File: src/rtl/rie_pkg.sv
// shared types and constants for the register instruction execute unit
package rie_pkg;

    localparam int NumRegs   = 32;

    localparam logic [5:0] FN_SLL  = 6'd0;
    localparam logic [5:0] FN_SRL  = 6'd3;
    localparam logic [5:0] FN_JR   = 6'd8;
    localparam logic [5:0] FN_MFHI = 6'd16;
    localparam logic [5:0] FN_MFLO = 6'd18;
    localparam logic [5:0] FN_MUL  = 6'd25;
    localparam logic [5:0] FN_DIV  = 6'd27;
    localparam logic [5:0] FN_ADD  = 6'd33;
    localparam logic [5:0] FN_SUB  = 6'd35;
    localparam logic [5:0] FN_AND  = 6'd36;
    localparam logic [5:0] FN_OR   = 6'd37;
    localparam logic [5:0] FN_XOR  = 6'd38;
    localparam logic [5:0] FN_NOR  = 6'd39;

    localparam logic [31:0] JR_OFFSET = 32'd4;

    localparam logic [1:0] ST_OK     = 2'd0;
    localparam logic [1:0] ST_BAD_OP = 2'd1;
    localparam logic [1:0] ST_BAD_FN = 2'd2;

    typedef struct packed {
        logic [5:0] op_code;
        logic [4:0] src_a;
        logic [4:0] src_b;
        logic [4:0] dest;
        logic [4:0] shift_amount;
        logic [5:0] func_code;
    } t_req;

    typedef struct packed {
        logic [1:0]  status;
        logic        reg_written;
        logic [4:0]  write_index;
        logic [31:0] write_value;
        logic [31:0] hi_value;
        logic [31:0] lo_value;
        logic        jump_taken;
        logic [31:0] jump_target;
    } t_rsp;

    // control from sequencer to the shared multiply/divide unit
    typedef struct packed {
        logic start;
        logic is_div;
    } t_md_ctl;

    typedef struct packed {
        logic busy;
        logic done;
    } t_md_sts;

endpackage

File: src/rtl/rie_muldiv.sv
// iterative shared add/subtract unit for signed multiply and divide
module rie_muldiv
    import rie_pkg::*;
(
    input  logic        i_clk,
    input  logic        i_rst_n,
    input  t_md_ctl     i_ctl,
    input  logic [31:0] i_a,
    input  logic [31:0] i_b,
    output t_md_sts     o_sts,
    output logic [31:0] o_hi,
    output logic [31:0] o_lo
);

    logic        r_busy, n_busy;
    logic        r_done, n_done;
    logic        r_div,  n_div;
    logic [5:0]  r_cnt,  n_cnt;
    logic [31:0] r_acc,  n_acc;   // high half / remainder
    logic [31:0] r_q,    n_q;     // low half / quotient
    logic [31:0] r_m,    n_m;     // multiplicand or |divisor|
    logic        r_neg_q, n_neg_q;
    logic        r_neg_r, n_neg_r;

    logic [32:0] w_sum;
    logic [32:0] w_trial;
    logic [31:0] w_abs_a, w_abs_b;

    assign w_abs_a = i_a[31] ? (32'd0 - i_a) : i_a;
    assign w_abs_b = i_b[31] ? (32'd0 - i_b) : i_b;
    // booth-free signed multiply: last step subtracts (sign weight)
    assign w_sum   = (r_cnt == 6'd31)
                   ? {r_acc[31], r_acc} - {r_m[31], r_m}
                   : {r_acc[31], r_acc} + {r_m[31], r_m};
    assign w_trial = {r_acc, r_q[31]} - {1'b0, r_m};

    always_comb begin
        n_busy = r_busy; n_done = 1'b0; n_div = r_div; n_cnt = r_cnt;
        n_acc = r_acc; n_q = r_q; n_m = r_m; n_neg_q = r_neg_q; n_neg_r = r_neg_r;
        if (i_ctl.start) begin
            n_busy = 1'b1; n_div = i_ctl.is_div; n_cnt = 6'd0; n_acc = 32'd0;
            if (i_ctl.is_div) begin
                n_q = w_abs_a; n_m = w_abs_b;
                n_neg_q = i_a[31] ^ i_b[31]; n_neg_r = i_a[31];
            end else begin
                n_q = i_b; n_m = i_a;
            end
        end else if (r_busy) begin
            if (r_div) begin
                if (!w_trial[32]) begin
                    n_acc = w_trial[31:0]; n_q = {r_q[30:0], 1'b1};
                end else begin
                    n_acc = {r_acc[30:0], r_q[31]}; n_q = {r_q[30:0], 1'b0};
                end
            end else begin
                if (r_q[0]) {n_acc, n_q} = {w_sum, r_q[31:1]};
                else        {n_acc, n_q} = {r_acc[31], r_acc, r_q[31:1]};
            end
            n_cnt = r_cnt + 6'd1;
            if (r_cnt == 6'd31) begin
                n_busy = 1'b0; n_done = 1'b1;
            end
        end
    end

    always_ff @(posedge i_clk) begin
        if (!i_rst_n) begin
            r_busy <= 1'b0; r_done <= 1'b0;
        end else begin
            r_busy <= n_busy; r_done <= n_done;
        end
        r_div <= n_div; r_cnt <= n_cnt; r_acc <= n_acc; r_q <= n_q; r_m <= n_m;
        r_neg_q <= n_neg_q; r_neg_r <= n_neg_r;
    end

    assign o_sts.busy = r_busy;
    assign o_sts.done = r_done;
    assign o_hi = (r_div && r_neg_r) ? (32'd0 - r_acc) : r_acc;
    assign o_lo = (r_div && r_neg_q) ? (32'd0 - r_q) : r_q;

endmodule

File: src/rtl/register_instruction_execute_unit.sv
// top level: register-format instruction execute unit
// Executes one decoded register instruction per request against a 32 x 32 register
// file and HI/LO. A simple ALU request (and a DIV by zero) reads its operands and
// registers its result straight into the output register; MUL and DIV run on a shared
// one-bit-per-cycle add/subtract unit over its 32 iterations, after operand read and
// unit load and before result hand-off. One request is in flight at a time; the result
// sits in an output register and a new request is taken once it is gone.
// The register file resets to zero through a valid bit per entry.
module register_instruction_execute_unit
    import rie_pkg::*;
(
    input  logic i_clk,
    input  logic i_rst_n,
    input  logic i_valid,
    output logic o_stall,
    input  t_req i_req,
    output logic o_valid,
    input  logic i_stall,
    output t_rsp o_rsp
);

    typedef enum logic [1:0] {S_IDLE, S_READ, S_MD, S_OUT} t_state;

    t_state             r_state;
    t_req               r_req;
    logic [31:0]        r_rf [NumRegs];
    logic [NumRegs-1:0] r_rf_vld;
    logic [31:0]        r_a, r_b;
    logic [31:0]        r_hi, r_lo;
    logic               r_out_vld;
    t_rsp               r_rsp;
    t_md_ctl            w_md_ctl;
    t_md_sts            w_md_sts;
    logic [31:0]        w_md_hi, w_md_lo;
    t_rsp               w_rsp;

    // shared iterative multiply/divide
    rie_muldiv u_md (
        .i_clk  (i_clk),
        .i_rst_n(i_rst_n),
        .i_ctl  (w_md_ctl),
        .i_a    (r_a),
        .i_b    (r_b),
        .o_sts  (w_md_sts),
        .o_hi   (w_md_hi),
        .o_lo   (w_md_lo)
    );

    // stall while busy or while the result waits
    assign o_stall = (r_state != S_IDLE);

    logic w_is_md;
    assign w_is_md = (r_req.op_code == 6'd0) &&
                     ((r_req.func_code == FN_MUL) ||
                      ((r_req.func_code == FN_DIV) && (r_b != 32'd0)));
    assign w_md_ctl.start  = (r_state == S_READ) && w_is_md;
    assign w_md_ctl.is_div = (r_req.func_code == FN_DIV);

    // simple ALU result from latched operands
    always_comb begin
        w_rsp = '0;
        w_rsp.hi_value = r_hi;
        w_rsp.lo_value = r_lo;
        if (r_req.op_code != 6'd0) begin
            w_rsp.status = ST_BAD_OP;
        end else begin
            w_rsp.status = ST_OK;
            w_rsp.reg_written = 1'b1;
            case (r_req.func_code)
                FN_ADD:  w_rsp.write_value = r_a + r_b;
                FN_SUB:  w_rsp.write_value = r_a - r_b;
                FN_MFHI: w_rsp.write_value = r_hi;
                FN_MFLO: w_rsp.write_value = r_lo;
                FN_AND:  w_rsp.write_value = r_a & r_b;
                FN_OR:   w_rsp.write_value = r_a | r_b;
                FN_NOR:  w_rsp.write_value = ~(r_a | r_b);
                FN_XOR:  w_rsp.write_value = r_a ^ r_b;
                FN_SLL:  w_rsp.write_value = r_b << r_req.shift_amount;
                FN_SRL:  w_rsp.write_value = r_b >> r_req.shift_amount;
                FN_MUL, FN_DIV: w_rsp.reg_written = 1'b0;
                FN_JR: begin
                    w_rsp.reg_written = 1'b0;
                    w_rsp.jump_taken  = 1'b1;
                    w_rsp.jump_target = r_a - JR_OFFSET;
                end
                default: begin
                    w_rsp.reg_written = 1'b0;
                    w_rsp.status      = ST_BAD_FN;
                end
            endcase
            if (w_rsp.reg_written) w_rsp.write_index = r_req.dest;
        end
    end

    always_ff @(posedge i_clk) begin
        if (!i_rst_n) begin
            r_state   <= S_IDLE;
            r_out_vld <= 1'b0;
            r_rf_vld  <= '0;
            r_hi      <= 32'd0;
            r_lo      <= 32'd0;
        end else begin
            case (r_state)
                S_IDLE: begin
                    if (i_valid) begin
                        r_req   <= i_req;
                        r_state <= S_READ;
                    end
                end
                S_READ: begin
                    if (w_is_md) begin
                        r_state <= S_MD;
                    end else begin
                        r_rsp     <= w_rsp;
                        r_out_vld <= 1'b1;
                        r_state   <= S_OUT;
                        if (w_rsp.reg_written) begin
                            r_rf[r_req.dest]     <= w_rsp.write_value;
                            r_rf_vld[r_req.dest] <= 1'b1;
                        end
                    end
                end
                S_MD: begin
                    if (w_md_sts.done) begin
                        r_hi      <= w_md_hi;
                        r_lo      <= w_md_lo;
                        // only HI and LO are reported for multiply and divide
                        r_rsp     <= {ST_OK, 1'b0, 5'd0, 32'd0, w_md_hi, w_md_lo,
                                      1'b0, 32'd0};
                        r_out_vld <= 1'b1;
                        r_state   <= S_OUT;
                    end
                end
                S_OUT: begin
                    if (!i_stall) begin
                        r_out_vld <= 1'b0;
                        r_state   <= S_IDLE;
                    end
                end
                default: r_state <= S_IDLE;
            endcase
        end
    end

    // operand read, registered together with the accepted request
    always_ff @(posedge i_clk) begin
        if (r_state == S_IDLE) begin
            r_a <= r_rf_vld[i_req.src_a] ? r_rf[i_req.src_a] : 32'd0;
            r_b <= r_rf_vld[i_req.src_b] ? r_rf[i_req.src_b] : 32'd0;
        end
    end

    assign o_valid = r_out_vld;
    assign o_rsp   = r_rsp;

    // result only while the output stage is occupied
    a_vld_state: assert property (@(posedge i_clk) disable iff (!i_rst_n)
        o_valid |-> (r_state == S_OUT)) else $error("result valid outside output state");
    // unit finishes only while waiting on it
    a_md_done: assert property (@(posedge i_clk) disable iff (!i_rst_n)
        w_md_sts.done |-> (r_state == S_MD)) else $error("muldiv done unexpected");
    // never take a request while one is in flight
    a_one_flight: assert property (@(posedge i_clk) disable iff (!i_rst_n)
        (w_md_sts.busy || o_valid) |-> o_stall) else $error("accept while busy");
    // a jump never writes a register
    a_jr_nowr: assert property (@(posedge i_clk) disable iff (!i_rst_n)
        (o_valid && o_rsp.jump_taken) |-> !o_rsp.reg_written) else $error("jump wrote reg");

endmodule
File: config.mk
export PLATFORM = sky130hd
export DESIGN_NAME = register_instruction_execute_unit
export DESIGN_NICKNAME = d
export VERILOG_FILES = /design/src/rtl/rie_pkg.sv /design/src/rtl/rie_muldiv.sv /design/src/rtl/register_instruction_execute_unit.sv
export SDC_FILE = /design/constraint.sdc
export NUM_CORES = 2
export LEC_CHECK = 0
export BUFFER_PORTS_ARGS = -buffer_cell sky130_fd_sc_hd__buf_2
export CAP_MARGIN = 20
export CORE_ASPECT_RATIO = 1.2
export CORE_MARGIN = 2
export CORE_UTILIZATION = 30
export DETAILED_ROUTE_END_ITERATION = 12
export REMOVE_ABC_BUFFERS = 1
export SLEW_MARGIN = 5
export SYNTH_ARGS = -nofsm -noshare
export SYNTH_HDL_FRONTEND = slang
export SYNTH_HIERARCHICAL = 1
export SYNTH_SLANG_ARGS = --single-unit
File: constraint.sdc
create_clock -name i_clk -period 21.5 [get_ports i_clk]
set_input_delay 1.075 -clock i_clk [delete_from_list [all_inputs] [get_ports i_clk]]
set_output_delay 1.075 -clock i_clk [all_outputs]
set_load 0.05 [all_outputs]
== Yosys cells after proc, flatten, opt, wreduce, memory -nomap -nowiden ==
Memory sizes are Yosys's and may differ from the RTL's. A register that Yosys moved wholly into a read port is not among the register bits.
Cells that the tools add are included.

* $add $sub $neg: 11
* $lt $le $gt $ge: 4
* Eq/ne operators: 20
* Shift operators: 2
* Muxes and demuxes: 51
* Bitwise operators: 9
* Reductions and logical operators: 30

{| class="wikitable"
|+ Operator list
! operator !! count
|-
| $mux 32 || 13
|-
| $pmux 32 s10 || 1
|-
| $mux 137 || 2
|-
| $pmux 137 s2 || 1
|-
| $sub 1x32->32 const A || 4
|-
| $mux 33 || 3
|-
| $or 32x32->32 || 2
|-
| $mux 38 || 1
|-
| $eq 6x6->1 const B || 6
|-
| $add 32x32->33 || 1
|-
| $sub 32x32->33 || 1
|-
| $sub 33x32->33 || 1
|-
| $add 32x32->32 || 1
|-
| $and 32x32->32 || 1
|-
| $not 32->32 || 1
|-
| $reduce_bool 32->1 || 1
|-
| $shl 32x5->32 || 1
|-
| $shr 32x5->32 || 1
|-
| $sub 32x3->32 const B || 1
|-
| $sub 32x32->32 || 1
|-
| $xor 32x32->32 || 1
|-
| $eq 6x5->1 const B || 5
|-
| $mux 1 || 19
|-
| $lt 5x6->1 const B || 3
|-
| 30 further kinds || 55
|}

* Register bits after elaboration: 365
* RAM bits: 1024
* Input port bits: 36
* Output and inout bits: 139
* Word-level logic and storage cells: 155
* Memories: 1

{| class="wikitable"
|+ Memory list
! name !! words !! bits a word !! rd ports !! clocked after memory_dff !! wr ports !! RTL line !! RTL
|-
| r_rf || 32 || 32 || 2 || 2 || 1 || register_instruction_execute_unit.sv:26 || <nowiki>logic [31:0] r_rf [NumRegs];</nowiki>
|}

== Logic depth before layout (Yosys ltp) ==
* Depth in word-level cells: 11
* Gate-level depth with buffers: 19
* Depth with buffers taken out: 18

== Hierarchy ==
The synthesis kept the hierarchy.

{| class="wikitable"
|+ By module, submodules not included
! module !! times used !! cells each !! area each (um^2) !! sequential area each (um^2)
|-
| register_instruction_execute_unit || 1 || 4177 || 67890.1 || 39427.8
|-
| rie_muldiv || 1 || 1563 || 12189.2 || 2812.7
|}

== Worst setup path before layout ==
Ideal clock, no wire load.

* Path type: register to register
* From: register r_b[15], read port of r_rf
* To: register r_rsp (netlist bit o_rsp[0]), enable pin
* Setup time: 0.801 ns
* Arrival: 12.130 ns
* Required time: 20.699 ns
* Slack: 8.569 ns
* Cell stages (with the launch flop): 10
* Path buffers: 1
* Period minus slack after synthesis: 12.931 ns
* Path through: edfxtp_1 -> buf_6 -> or4_4 -> nor3_4 -> nand4_2 -> or2_4 -> o41ai_4 -> or2_2 -> inv_1 -> nor3_1

* Cells in the longest elaborated chain, start to end: 6

{| class="wikitable"
|+ RTL lines
! what !! RTL line !! RTL
|-
| start: declaration || register_instruction_execute_unit.sv:28 || <nowiki>logic [31:0] r_a, r_b;</nowiki>
|-
| $reduce_bool 32->1 || register_instruction_execute_unit.sv:55 || <nowiki>((r_req.func_code == FN_DIV) && (r_b != 32'd0)));</nowiki>
|-
| $logic_and 1x1->1 || register_instruction_execute_unit.sv:55 ||
|-
| $logic_or 1x1->1 || register_instruction_execute_unit.sv:54 || <nowiki>((r_req.func_code == FN_MUL) ||</nowiki>
|-
| $logic_and 1x1->1 || register_instruction_execute_unit.sv:53 || <nowiki>assign w_is_md = (r_req.op_code == 6'd0) &&</nowiki>
|-
| $ne 2x2->1 (no source line) || - ||
|-
| $reduce_and 4->1 (no source line) || - ||
|-
| end signal: assignment || register_instruction_execute_unit.sv:114 || <nowiki>r_rsp <= w_rsp;</nowiki>
|-
| end signal: assignment || register_instruction_execute_unit.sv:128 || <nowiki>r_rsp <= {ST_OK, 1'b0, 5'd0, 32'd0, w_md_hi, w_md_lo,</nowiki>
|-
| end: declaration || register_instruction_execute_unit.sv:31 || <nowiki>t_rsp r_rsp;</nowiki>
|}

Every way passes these cells.
A chain may end at the register's enable or synchronous reset.

==> results.py <==
metrics = {
    "cells_and_area": {
        "n_fill_cell": 25620,
        "drive_gt1_share_pct": 24.71,
        "areaGrowthSynthToFinish_pct": 13.43,
        "layout.nets": 6048,
    },
    "power_and_ir_drop": {
        "leakage_nw": 32.58,
        "power_density_nw_per_um2": 89.56,
        "vdd_drop_max_mv": 0.08959,
    },
    "grt": {
        "grt_max_degree": 110,
        "grt.busiest_layer": "met2",
        "grt_pass1_wl_mm": 400.8,
        "grtUsageTotal_pct": 20.53,
        "grt_util_met2_pct": 34.61,
        "overflow": 0,
        "use_met3_pct": 3.257,
        "antenna_found_initial": 8,
        "grt_pass1_vias": 53860,
        "grtUsageMet1_pct": 25.96,
    },
    "worst_setup_path": {
        "crit_path_end_kind": "flip-flop",
        "ff2ff_setup_slack_ns": 15.41,
        "arrival_ns": 6.61,
        "cp_data_required_time_ns": 22.02,
        "r2r_start": "r_req[0]$_DFFE_PP_",
        "path_cells": "nand2_1 > nor4_2 > buf_4 > nand2_1 > o21ai_0 > inv_1 > ha_1 > nor2b_1 > o2111ai_1 > a211oi_1 > o31ai_1 > o21ai_0 > xor2_1 > a221oi_1 > nor2_1 > buf_4",
        "path_buf_inv": 3,
        "worstRegToRegCells": 16,
        "critPathLaunchType": "flip-flop",
        "worstSetupPathType": "reg -> reg",
        "crit_family": "compound AO/OA/AOI/OAI gates",
        "rr_endpoint": "r_rf[23][27]$_DFFE_PP_",
        "cp_slowest_cell": "edfxtp_1",
        "critPathMaxStageDelay_ns": 0.79,
        "path_max_fanout": 34,
    },
    "route": {
        "vias": 54920,
        "ant_nets": 0,
        "drt_iter0_drc": 6875,
        "dr.pass1.iters": 8,
        "viasPerCell": 5.763,
        "route.detailed.drc": 0,
        "wl_per_cell_um": 29.84,
        "wl_mm": 284.4,
    },
    "clock_tree": {
        "ctsResizeCount": 0,
        "htreeDepth": 4,
        "ctsHoldBuffers": 0,
        "cts_tree": "yes",
        "cts_sinks": 1453,
        "cts_made_buffers": 155,
        "clk_latency_ns": 0.84,
        "cts_buffer_depth": 3,
        "cts_setup_buffers": 0,
        "cts.reportedPaths.clkPinSlew_ns": 0.06,
        "cts-root-buf": "clkbuf_16",
    },
    "floorplanning": {
        "ios": 175,
        "coreArea_um2": 265200,
        "die-width_um": 475.6,
        "start_util_pct": 30.19,
        "rows": 207,
        "fp.dieH_um": 569.9,
        "die-area_um2": 271100,
    },
    "worst_hold_path": {
        "min_path_cells": 1,
        "hp-start": "i_req[28]",
        "min_path_type": "in -> reg",
        "holdPathEnd": "r_req[28]$_DFFE_PP_",
    },
    "timing": {
        "clock_skew_ns": 0.04756,
        "final_max_slew_viol_count": 0,
        "worst_pin_slew_ns": 1.184,
        "hold_viol": 0,
        "setup_viol": 0,
        "max_freq_mhz": 164.2,
        "relSlewSlack_pct": 21.08,
        "min_period_ns": 6.091,
        "period_share_pct": 28.33,
        "fin_tns_setup_ns": 0,
        "whs_ns": 0.4291,
        "rsz0062_at_grt": "no",
    },
    "yosys": {
        "avgSynthCellArea_um2": 13.95,
        "yosysWarnings": 6,
        "syn_area_um2": 80070,
        "netlist_instances": 5739,
    },
    "placed_design": {
        "hpwl_mm": 183.5,
        "place_congestion": 0.9450,
        "io_buffers": 174,
    },
    "status": {
        "status": "complete, no violations",
    },
    "run": {
        "maxCapViolCount": 0,
    },
}
## cell type report
class                           count  area (µm²)  share of cell area, %
Antenna cell                       16       40.04                0.04408
Clock inverter                     83        1040                  1.145
Tap cell                         3553        4446                  4.895
Sequential cell                  1453       42240                  46.51
Inverter                          165       621.8                 0.6847
Multi-Input combinational cell   3714       35930                  39.56
Clock buffer                      197        4160                  4.581
Timing Repair Buffer              349        2345                  2.582
## routing by layer
metal / share of wire [%] / up-vias
li1: - / 22990
met1: 38 / 28490
met2: 49 / 2904
met3: 8.1 / 541
met4: 4.8 / 2
met5: 0.0053 / -
## report_power, final
part           leakage, nW  switching (W)  internal, W
Clock                 2.50        0.00117      0.00157
Combinational         14.3        0.00131     0.000631
Sequential            15.8       0.000259      0.00320
Total                 32.6        0.00274      0.00540
## sequential cells by signal, summed over array words and instances (netlist names)
signal	cells
r_a	32
r_rf	1024
u_md/r_q	32
r_state	2
u_md/r_m	32
r_rf_vld	32
u_md/r_div	1
u_md/r_neg_r	1
o_valid	1
r_hi	32
r_req	22
u_md/r_cnt	6
o_rsp	137
u_md/r_done	1
u_md/r_acc	32
u_md/r_busy	1
r_lo	32
r_b	32
u_md/r_neg_q	1
## cells in the final DEF, fill, tap and decap left out, types with 20 or more instances in the layout
cell,instances
xor2_1,116
dfxtp_1,139
inv_1,158
o21a_1,25
clkinv_1,23
edfxtp_1,1314
nor3_1,68
nor4_1,32
nand4_1,29
o31ai_1,41
mux2i_1,195
nor2_1,382
buf_4,163
nor2b_1,20
ha_1,169
a21o_1,42
mux2_2,97
and2_1,30
and3_1,20
or3_1,28
buf_2,165
o21ai_0,250
o211ai_1,59
a31oi_1,37
mux4_2,688
clkbuf_16,158
clkbuf_1,33
nand2_1,422
nor2_4,32
a211oi_1,74
a222oi_1,21
a21oi_1,293
xnor2_1,164
nand3_1,66
## metrics by stage
step | setup slack, ns | std cells | cell area, µm² | utilization, % | total power, W
6_report | 15.41 | 9530 | 90820 | 34.25 | 0.008134
5_1_grt | 15.15 | 9521 | 90800 | 34.24 | 0.008409
4_1_cts | 15.42 | 9504 | 90670 | 34.19 | 0.008141
3_5_place_dp | 15.45 | 9224 | 85470 | 32.23 | 0.005415
3_3_place_gp | 15.26 | 9220 | 85430 | 32.21 | 0.005407
2_1_floorplan | 7.556 | 5332 | 78440 | - | 0.004635
## worst register-to-register path: cells and delay by family, from the launching register on
family | cells | cell delay (ns)
AO/OA/AOI/OAI | 6 | 2.52
AND/OR/NAND/NOR | 5 | 1.14
adder cells (fa/ha/maj) | 1 | 0.27
buffers and inverters | 3 | 0.84
flip-flops | 1 | 0.79
XOR/XNOR | 1 | 0.24
## worst max-delay path by stage
stage                          startpoint                     end  slack [ns]  cells after the start
floorplan           r_b[15]$_SDFFCE_PN0P_  o_rsp[0]$_SDFFCE_PP0P_        7.56                      8
global placement       r_req[0]$_DFFE_PP_  r_rf[20][25]$_DFFE_PP_       15.26                     15
detailed placement     r_req[0]$_DFFE_PP_  r_rf[29][29]$_DFFE_PP_       15.45                     15
CTS                    r_req[0]$_DFFE_PP_  r_rf[29][29]$_DFFE_PP_       15.42                     15
global route           r_req[0]$_DFFE_PP_  r_rf[18][27]$_DFFE_PP_       15.15                     16
finish                 r_req[0]$_DFFE_PP_  r_rf[23][27]$_DFFE_PP_       15.41                     16
No activity file was read; power rests on OpenSTA's default activity.
